`src/sv/sbh_pkg.sv`:
```
// Shared types and constants of the SHA-1 byte stream hasher.
// Holds the queue item type, the queue depth and the SHA-1 constants.
// Depends on nothing.
package sbh_pkg;

	localparam int QUEUE_DEPTH = 4;
	localparam int QPTR_W = $clog2(QUEUE_DEPTH);
	localparam int QCNT_W = $clog2(QUEUE_DEPTH + 1);

	localparam int ROUNDS = 80;
	localparam int DIGEST_WORDS = 5;

	localparam logic [31:0] K_0 = 32'h5a827999;
	localparam logic [31:0] K_1 = 32'h6ed9eba1;
	localparam logic [31:0] K_2 = 32'h8f1bbcdc;
	localparam logic [31:0] K_3 = 32'hca62c1d6;

	localparam logic [31:0] SHA_IV [DIGEST_WORDS] = '{
		32'h67452301, 32'hefcdab89, 32'h98badcfe, 32'h10325476, 32'hc3d2e1f0
	};

	localparam logic [7:0] PAD_MARK = 8'h80;

	typedef struct packed {
		logic        finish;
		logic [7:0]  data;
		logic [31:0] byte_total;
	} cmd_t;

endpackage

```
`src/sv/sbh_front.sv`:
```
// Front end of the hasher: accepts input items and turns them into queue commands.
// Counts message bytes so that a finish command carries the message length.
// Depends on sbh_pkg.
module sbh_front (
	input  logic          clk,
	input  logic          arst_n,
	input  logic          in_valid,
	output logic          in_stall,
	input  logic          action,
	input  logic [7:0]    data_byte,
	input  logic          q_full,
	output logic          q_push,
	output sbh_pkg::cmd_t q_item
);
	import sbh_pkg::*;

	logic [31:0] count_q;

	assign in_stall = q_full;
	assign q_push = in_valid && !q_full;

	always_comb begin
		q_item.finish = action;
		q_item.data = data_byte;
		q_item.byte_total = count_q;
	end

	always_ff @(posedge clk or negedge arst_n) begin
		if (!arst_n) begin
			count_q <= '0;
		end else if (q_push) begin
			if (action) begin
				count_q <= '0;
			end else begin
				count_q <= count_q + 32'd1;
			end
		end
	end

endmodule

```
`src/sv/sbh_queue.sv`:
```
// Short command queue between the front end and the back end of the hasher.
// A small register file with read and write pointers and a fill count.
// Depends on sbh_pkg.
module sbh_queue (
	input  logic          clk,
	input  logic          arst_n,
	input  logic          push,
	input  sbh_pkg::cmd_t push_item,
	output logic          full,
	input  logic          pop,
	output logic          not_empty,
	output sbh_pkg::cmd_t head_item
);
	import sbh_pkg::*;

	cmd_t              mem_q [QUEUE_DEPTH];
	logic [QPTR_W-1:0] wr_ptr_q;
	logic [QPTR_W-1:0] rd_ptr_q;
	logic [QCNT_W-1:0] count_q;

	assign full = (count_q == QCNT_W'(QUEUE_DEPTH));
	assign not_empty = (count_q != '0);
	assign head_item = mem_q[rd_ptr_q];

	function automatic logic [QPTR_W-1:0] next_ptr(input logic [QPTR_W-1:0] p);
		next_ptr = (p == QPTR_W'(QUEUE_DEPTH - 1)) ? '0 : p + 1'b1;
	endfunction

	always_ff @(posedge clk) begin
		if (push) begin
			mem_q[wr_ptr_q] <= push_item;
		end
	end

	always_ff @(posedge clk or negedge arst_n) begin
		if (!arst_n) begin
			wr_ptr_q <= '0;
			rd_ptr_q <= '0;
			count_q <= '0;
		end else begin
			if (push) begin
				wr_ptr_q <= next_ptr(wr_ptr_q);
			end
			if (pop) begin
				rd_ptr_q <= next_ptr(rd_ptr_q);
			end
			if (push && !pop) begin
				count_q <= count_q + 1'b1;
			end else if (pop && !push) begin
				count_q <= count_q - 1'b1;
			end
		end
	end

`ifndef SYNTH
	a_count_bound: assert property (@(posedge clk) disable iff (!arst_n)
		count_q <= QCNT_W'(QUEUE_DEPTH))
		else $error("queue fill count exceeds depth");
	a_no_pop_empty: assert property (@(posedge clk) disable iff (!arst_n)
		pop |-> not_empty)
		else $error("queue popped while empty");
	a_push_grows: assert property (@(posedge clk) disable iff (!arst_n)
		(push && !pop) |=> (count_q == $past(count_q) + 1'b1))
		else $error("queue count did not grow on push");
`endif

endmodule

```
`src/sv/sbh_back.sv`:
```
// Back end of the hasher: packs bytes, pads the message, runs the SHA-1 rounds
// one per cycle and presents the digest words in an output register.
// Depends on sbh_pkg.
module sbh_back (
	input  logic          clk,
	input  logic          arst_n,
	input  logic          q_valid,
	input  sbh_pkg::cmd_t q_item,
	output logic          q_pop,
	output logic          out_valid,
	input  logic          out_stall,
	output logic [31:0]   digest_word,
	output logic [2:0]    word_index,
	output logic          last_word
);
	import sbh_pkg::*;

	localparam logic [2:0] ST_IDLE = 3'd0;
	localparam logic [2:0] ST_PAD = 3'd1;
	localparam logic [2:0] ST_ROUND = 3'd2;
	localparam logic [2:0] ST_ADD = 3'd3;
	localparam logic [2:0] ST_OUT = 3'd4;

	localparam logic [1:0] PH_NONE = 2'd0;
	localparam logic [1:0] PH_ZERO = 2'd1;
	localparam logic [1:0] PH_LEN = 2'd2;

	localparam logic [5:0] LEN_OFFSET = 6'd56;
	localparam logic [5:0] LAST_OFFSET = 6'd63;

	logic [2:0]  state_q;
	logic [1:0]  phase_q;
	logic [5:0]  offset_q;
	logic [6:0]  round_q;
	logic [2:0]  word_q;
	logic [31:0] blk_q [16];
	logic [31:0] chain_q [DIGEST_WORDS];
	logic [31:0] work_q [DIGEST_WORDS];
	logic [63:0] len_q;
	logic        out_valid_q;
	logic [31:0] digest_q;
	logic [2:0]  index_q;
	logic        last_q;

	logic        push_en;
	logic [7:0]  push_byte;
	logic        out_load;
	logic        out_free;
	logic [31:0] f_val;
	logic [31:0] k_val;
	logic [31:0] t_val;
	logic [31:0] sched;

	assign out_free = !out_valid_q || !out_stall;
	assign out_load = (state_q == ST_OUT) && out_free;
	assign q_pop = (state_q == ST_IDLE) && q_valid;

	always_comb begin
		push_en = 1'b0;
		push_byte = '0;
		unique case (state_q)
			ST_IDLE: begin
				push_en = q_valid;
				push_byte = q_item.finish ? PAD_MARK : q_item.data;
			end
			ST_PAD: begin
				push_en = 1'b1;
				push_byte = (phase_q == PH_LEN || offset_q == LEN_OFFSET) ? len_q[63:56] : 8'h00;
			end
			default: begin
				push_en = 1'b0;
			end
		endcase
	end

	always_comb begin
		logic [31:0] b;
		logic [31:0] c;
		logic [31:0] d;
		b = work_q[1];
		c = work_q[2];
		d = work_q[3];
		priority if (round_q < 7'd20) begin
			f_val = d ^ (b & (c ^ d));
			k_val = K_0;
		end else if (round_q < 7'd40) begin
			f_val = b ^ c ^ d;
			k_val = K_1;
		end else if (round_q < 7'd60) begin
			f_val = (b & c) | (d & (b | c));
			k_val = K_2;
		end else begin
			f_val = b ^ c ^ d;
			k_val = K_3;
		end
		t_val = {work_q[0][26:0], work_q[0][31:27]} + f_val + work_q[4] + k_val + blk_q[0];
		sched = blk_q[13] ^ blk_q[8] ^ blk_q[2] ^ blk_q[0];
		sched = {sched[30:0], sched[31]};
	end

	always_ff @(posedge clk) begin
		if (push_en) begin
			for (int i = 0; i < 15; i++) begin
				blk_q[i] <= {blk_q[i][23:0], blk_q[i+1][31:24]};
			end
			blk_q[15] <= {blk_q[15][23:0], push_byte};
		end else if (state_q == ST_ROUND) begin
			for (int i = 0; i < 15; i++) begin
				blk_q[i] <= blk_q[i+1];
			end
			blk_q[15] <= sched;
		end
		if (push_en && offset_q == LAST_OFFSET) begin
			for (int i = 0; i < DIGEST_WORDS; i++) begin
				work_q[i] <= chain_q[i];
			end
		end else if (state_q == ST_ROUND) begin
			work_q[4] <= work_q[3];
			work_q[3] <= work_q[2];
			work_q[2] <= {work_q[1][1:0], work_q[1][31:2]};
			work_q[1] <= work_q[0];
			work_q[0] <= t_val;
		end
		if (q_pop && q_item.finish) begin
			len_q <= {29'd0, q_item.byte_total, 3'd0};
		end else if (state_q == ST_PAD && push_byte == len_q[63:56]
			&& (phase_q == PH_LEN || offset_q == LEN_OFFSET)) begin
			len_q <= {len_q[55:0], 8'h00};
		end
		if (out_load) begin
			digest_q <= chain_q[word_q];
			index_q <= word_q;
			last_q <= (word_q == 3'(DIGEST_WORDS - 1));
		end
	end

	always_ff @(posedge clk or negedge arst_n) begin
		if (!arst_n) begin
			state_q <= ST_IDLE;
			phase_q <= PH_NONE;
			offset_q <= '0;
			round_q <= '0;
			word_q <= '0;
			out_valid_q <= 1'b0;
			for (int i = 0; i < DIGEST_WORDS; i++) begin
				chain_q[i] <= SHA_IV[i];
			end
		end else begin
			if (push_en) begin
				offset_q <= offset_q + 6'd1;
				if (state_q == ST_PAD && (phase_q == PH_LEN || offset_q == LEN_OFFSET)) begin
					phase_q <= PH_LEN;
				end else if (state_q == ST_IDLE && q_item.finish) begin
					phase_q <= PH_ZERO;
				end
				if (offset_q == LAST_OFFSET) begin
					round_q <= '0;
					state_q <= ST_ROUND;
				end else if (state_q == ST_IDLE && q_item.finish) begin
					state_q <= ST_PAD;
				end
			end
			unique case (state_q)
				ST_ROUND: begin
					round_q <= round_q + 7'd1;
					if (round_q == 7'(ROUNDS - 1)) begin
						state_q <= ST_ADD;
					end
				end
				ST_ADD: begin
					for (int i = 0; i < DIGEST_WORDS; i++) begin
						chain_q[i] <= chain_q[i] + work_q[i];
					end
					unique case (phase_q)
						PH_LEN:  state_q <= ST_OUT;
						PH_ZERO: state_q <= ST_PAD;
						default: state_q <= ST_IDLE;
					endcase
				end
				ST_OUT: begin
					if (out_free) begin
						if (word_q == 3'(DIGEST_WORDS - 1)) begin
							word_q <= '0;
							phase_q <= PH_NONE;
							state_q <= ST_IDLE;
							for (int i = 0; i < DIGEST_WORDS; i++) begin
								chain_q[i] <= SHA_IV[i];
							end
						end else begin
							word_q <= word_q + 3'd1;
						end
					end
				end
				default: begin
				end
			endcase
			if (out_load) begin
				out_valid_q <= 1'b1;
			end else if (!out_stall) begin
				out_valid_q <= 1'b0;
			end
		end
	end

	assign out_valid = out_valid_q;
	assign digest_word = digest_q;
	assign word_index = index_q;
	assign last_word = last_q;

`ifndef SYNTH
	a_round_range: assert property (@(posedge clk) disable iff (!arst_n)
		(state_q == ST_ROUND) |-> (round_q < 7'(ROUNDS)))
		else $error("round counter out of range");
	a_round_aligned: assert property (@(posedge clk) disable iff (!arst_n)
		(state_q == ST_ROUND) |-> (offset_q == '0))
		else $error("compression runs on a partial block");
	a_last_index: assert property (@(posedge clk) disable iff (!arst_n)
		(out_valid_q && last_q) |-> (index_q == 3'(DIGEST_WORDS - 1)))
		else $error("last digest word carries a wrong index");
`endif

endmodule

```
`src/sv/sha1_byte_stream_hasher_core.sv`:
```
// SHA-1 byte stream hasher, top level.
// Input channel: in_valid, in_stall, action, data_byte. An item is taken when
// in_valid is high and in_stall is low. Action 0 adds data_byte to the message;
// action 1 ends the message, pads it and produces the digest.
// Output channel: out_valid, out_stall, digest_word, word_index, last_word. A
// finish item yields five items, H0 first, last_word set on the fifth.
// A four-item queue sits between the front end and the back end, so input is
// taken while the back end compresses or waits on the output.
// The back end takes one data byte per cycle while idle. Each full 64-byte block
// then runs 80 rounds on the single round unit and a chaining add.
// A finish item pushes one pad byte per cycle (9 to 72 bytes), compresses each
// block it completes, then one digest word per cycle while the output is taken.
// The output register holds each word while out_stall is high; the next word is
// loaded only as the current one is taken.
// Reset clears the queue, the byte count and the block offset and loads the
// initial chaining vector. After a digest the block is ready for a new message.
// Depends on sbh_pkg, sbh_front, sbh_queue and sbh_back.
module sha1_byte_stream_hasher_core (
	input  logic        clk,
	input  logic        arst_n,
	input  logic        in_valid,
	output logic        in_stall,
	input  logic        action,
	input  logic [7:0]  data_byte,
	output logic        out_valid,
	input  logic        out_stall,
	output logic [31:0] digest_word,
	output logic [2:0]  word_index,
	output logic        last_word
);
	import sbh_pkg::*;

	logic q_full;
	logic q_push;
	logic q_pop;
	logic q_not_empty;
	cmd_t push_item;
	cmd_t head_item;

	sbh_front u_front (
		.clk       (clk),
		.arst_n    (arst_n),
		.in_valid  (in_valid),
		.in_stall  (in_stall),
		.action    (action),
		.data_byte (data_byte),
		.q_full    (q_full),
		.q_push    (q_push),
		.q_item    (push_item)
	);

	sbh_queue u_queue (
		.clk       (clk),
		.arst_n    (arst_n),
		.push      (q_push),
		.push_item (push_item),
		.full      (q_full),
		.pop       (q_pop),
		.not_empty (q_not_empty),
		.head_item (head_item)
	);

	sbh_back u_back (
		.clk         (clk),
		.arst_n      (arst_n),
		.q_valid     (q_not_empty),
		.q_item      (head_item),
		.q_pop       (q_pop),
		.out_valid   (out_valid),
		.out_stall   (out_stall),
		.digest_word (digest_word),
		.word_index  (word_index),
		.last_word   (last_word)
	);

endmodule

```
`config.mk`:
```
export PLATFORM = sky130hd
export DESIGN_NAME = sha1_byte_stream_hasher_core
export DESIGN_NICKNAME = d
export VERILOG_FILES = /design/src/sv/sbh_pkg.sv /design/src/sv/sbh_front.sv /design/src/sv/sbh_queue.sv /design/src/sv/sbh_back.sv /design/src/sv/sha1_byte_stream_hasher_core.sv
export SDC_FILE = /design/constraint.sdc
export NUM_CORES = 2
export LEC_CHECK = 0
export BUFFER_PORTS_ARGS = -buffer_cell sky130_fd_sc_hd__buf_2
export CORE_UTILIZATION = 40
export DETAILED_ROUTE_END_ITERATION = 7
export HOLD_SLACK_MARGIN = 0.1
export SYNTH_ARGS = -nofsm -noshare
export SYNTH_HDL_FRONTEND = slang
export SYNTH_SLANG_ARGS = --single-unit
```
`constraint.sdc`:
```
create_clock -name clk -period 35.4 [get_ports clk]
set_input_delay 1.77 -clock clk [delete_from_list [all_inputs] [get_ports clk]]
set_output_delay 1.77 -clock clk [all_outputs]
set_load 0.05 [all_outputs]
```
==> flow_summary.json <==
{
  "status": "finished, final reports clean",
  "dr_total_vias": 43000,
  "period_share_pct": 20.6,
  "synth_flop_cell": "edfxtp_1",
  "fin_area_sq_um": 67600,
  "hp-start": "u_back.len_q[53]",
  "drv_cap": 0,
  "cts_made_buffers": 121,
  "fp.dieH_microns": 394,
  "drt_first_pass_iters": 6,
  "pwr-share-seq_pct": 52.6,
  "wl_per_cell_microns": 19.0,
  "die_area_sq_um": 155000,
  "slew_headroom_pct": 16.8,
  "power_density_nw_per_um2": 42.9,
  "port_buffers": 50,
  "synthArstFlopShare_pct": 19.2,
  "leakagePower_uw": 0.0264,
  "route.detailed.drc": 0,
  "worst_pin_slew_ns": 1.25,
  "timing.final.crit_period_ns": 7.28,
  "syn_area_sq_um": 61300,
  "p_int_uw": 2270,
  "ys_seq_area_share_pct": 54.4,
  "postCtsResizedCells": 0,
  "r2r_start": "u_back.round_q[3]",
  "fin_skew_ns": 0.0577,
  "post_dp_cell_area_sq_um": 63600,
  "grt_pass1_vias": 41200,
  "grt_max_degree": 223,
  "viasPerCell": 5.32,
  "worst_hold_slack_ns": 0.444,
  "worst_setup_path_end_kind": "flip-flop",
  "start_kind": "flip-flop",
  "syn_area_per_cell_sq_um": 10.2,
  "synth_fp_nets": 6329,
  "netSwitchingFraction_pct": 21.7,
  "reg2reg_to": "u_back.work_q[0][31]",
  "synth-seq-cells": 1154,
  "die_width_microns": 394,
  "hold_depth": 2,
  "max_freq_ghz": 0.137,
  "rsz0062_at_grt": "false",
  "fin_nets": 6281,
  "path_clk_slew_ns": 0.06,
  "hpwl_microns": 103000,
  "core_sq_um": 152000,
  "root_buffer": "clkbuf_16",
  "r2r_setup_slack_ns": 28.12,
  "ff2ff_path_depth": 24,
  "min_path_type": "flip-flop to flip-flop",
  "p_clk_share_pct": 44.8,
  "clkSinkCount": 1154,
  "num_io_pins": 51,
  "drt_iter0_drc": 3521,
  "peakVddDrop_mv": 0.0507,
  "ant_nets": 0,
  "whs_endpoint": "u_back.len_q[61]",
  "fin_util_pct": 44.5,
  "critPathArrivalTime_ns": 7.76,
  "p_sw_uw": 630,
  "htree_levels": 3,
  "areaGrowthSynthToFinish_pct": 10.3,
  "setup-tns-final_ns": 0,
  "cts_tree": "yes",
  "post_cts_buffers": 0,
  "worst-path-max-fanout": 35,
  "clockBufferDepth": 3,
  "antenna_found_initial": 3,
  "overflow": 0,
  "comb_power_share_pct": 2.6,
  "grtUsageTotal_pct": 19.6,
  "finalSetupViolations": 0,
  "clkLatencyLatePin_ns": 0.79,
  "hold_viol": 0,
  "netlist_instances": 5987,
  "place_congestion": 0.931,
  "ys.warnings.count": 0,
  "initial_utilization_pct": 40.3,
  "grt_pass1_wl_microns": 240000,
  "drive_gt1_share_pct": 8.14,
  "finalMaxSlewViolations": 0,
  "fp-row-count": 143,
  "wl_microns": 154000,
  "crit_type": "flip-flop to flip-flop",
  "synth_cell_types": 104,
  "synth-edff-count": 904,
  "ctsHoldBuffers": 0,
  "worstPathRequired_ns": 35.88
}
## synthesized netlist by cell type (13+ instances only)
cell type	instances	area share (%)
inv_1	206	1.3
nor2b_1	24	0.24
xnor2_1	171	2.4
o221a_2	22	0.40
dfxtp_1	29	0.95
clkbuf_1	240	1.5
edfxtp_1	904	44
nand2_1	2143	13
mux2i_1	101	1.6
o22ai_1	33	0.34
nand3_1	81	0.66
dfrtp_1	141	5.8
fa_1	125	4.1
o31ai_1	15	0.18
a31oi_1	21	0.21
o21a_1	35	0.43
and3_1	35	0.36
xor2_1	104	1.5
o21bai_1	17	0.21
a21oi_1	259	2.1
and2_1	13	0.13
nor2_1	198	1.2
nand2b_1	33	0.34
o21ai_0	303	2.5
a21o_1	77	0.94
buf_1	21	0.13
or3_1	16	0.16
nor3_1	57	0.47
ha_1	204	4.2
a211oi_1	24	0.29
mux4_2	42	1.5
o21ai_1	13	0.11
dfstp_2	80	3.4
## cells in the final DEF (no fill, tap or decap), drive strengths merged, types with 35 or more instances in the layout
cell	count
and3	35
dfstp	80
a21o	78
ha	204
fa	125
xnor2	171
edfxtp	904
nand3	81
a21oi	264
clkbuf	176
dfrtp	141
mux2i	101
inv	206
buf	98
nor3	57
xor2	104
mux4	42
o21ai	318
o21a	35
nor2	198
clkinv	40
nand2	2143
## power groups by stage
stage	sequential [uW]	combinational, uW	clock [uW]
finish	1520	76.8	1300
global route	1530	85.7	1370
CTS	1520	79.7	1330
global placement	1550	78.3	0
floorplan	1550	49.0	0
detailed placement	1550	79.6	0
## how the worst max path moves through the flow
stage / from / end / slack (ns) / cells after the start
2_1_floorplan: u_back.state_q[1] / u_back.blk_q[0][0] / 22.00 / 6
3_3_place_gp: u_back.round_q[4] / u_back.work_q[0][31] / 28.44 / 24
3_5_place_dp: u_back.round_q[3] / u_back.work_q[0][31] / 28.25 / 24
4_1_cts: u_back.round_q[4] / u_back.work_q[0][31] / 28.25 / 24
5_1_grt: u_back.round_q[4] / u_back.work_q[0][31] / 27.69 / 25
6_report: u_back.round_q[3] / u_back.work_q[0][31] / 28.12 / 24
## layer usage
metal	wire, microns	up-vias	GRT usage, %
met5	11	-	0
met4	4660	2	6.11
met3	8700	231	2.71
met2	67900	1142	29.7
met1	72400	21100	29.1
li1	-	20500	-
## registers in the layout, summed over array words and instances, names as in the netlist
signal and flops:
u_back.blk_q 512, u_queue.mem_q 164, u_back.chain_q 160, u_back.work_q 160, u_back.len_q 61, u_back.digest_word 32, u_front.count_q 32, u_back.round_q 7
u_back.offset_q 6, u_back.state_q 3, u_back.word_index 3, u_back.word_q 3, u_queue.count_q 3, u_back.phase_q 2, u_queue.rd_ptr_q 2, u_queue.wr_ptr_q 2
u_back.last_word 1, u_back.out_valid 1
## critical path: stages (launching register included)
cell and delay (ns):
dfrtp_1 0.48, a41oi_1 0.50, inv_1 0.32, nor2_1 0.25, clkinv_1 0.08, buf_4 0.27, nand2_1 0.45, buf_4 0.38
o221a_2 0.26, fa_1 0.43, fa_1 0.50, inv_1 0.05, fa_1 0.48, inv_1 0.04, ha_1 0.35, a21o_1 0.19
a21o_1 0.17, a211oi_1 0.36, a2bb2oi_1 0.30, o311a_1 0.26, nor3_1 0.08, a2111oi_2 0.40, a21oi_1 0.14, xnor2_1 0.18
o21ai_1 0.07
## per-stage QoR
step                cells  setup WS (ns)  power (uW)
floorplan            5987          22.00        1600
global placement     7846          28.44        1630
detailed placement   7846          28.25        1630
CTS                  8075          28.25        2930
global route         8076          27.69        2990
finish               8076          28.12        2900
## kinds of logic after synthesis
logic type | synth area share [%]
simple gates | 17.5
mux | 3.30
xor+xnor | 3.93
fa+ha+maj | 8.24
flops | 54.4
compound gates | 9.63
buf+inv | 2.96
## area by class of cell
type | instances | area, sq um
fill | 14400 | 84500
sequential | 1154 | 33400
multi-input combinational | 4357 | 26200
clock buffer | 176 | 3420
tap | 2030 | 2540
inverter | 207 | 782
timing repair buffer | 98 | 671
clock inverter | 53 | 627
antenna | 1 | 2.50
(Power assumes the default switching activity.)
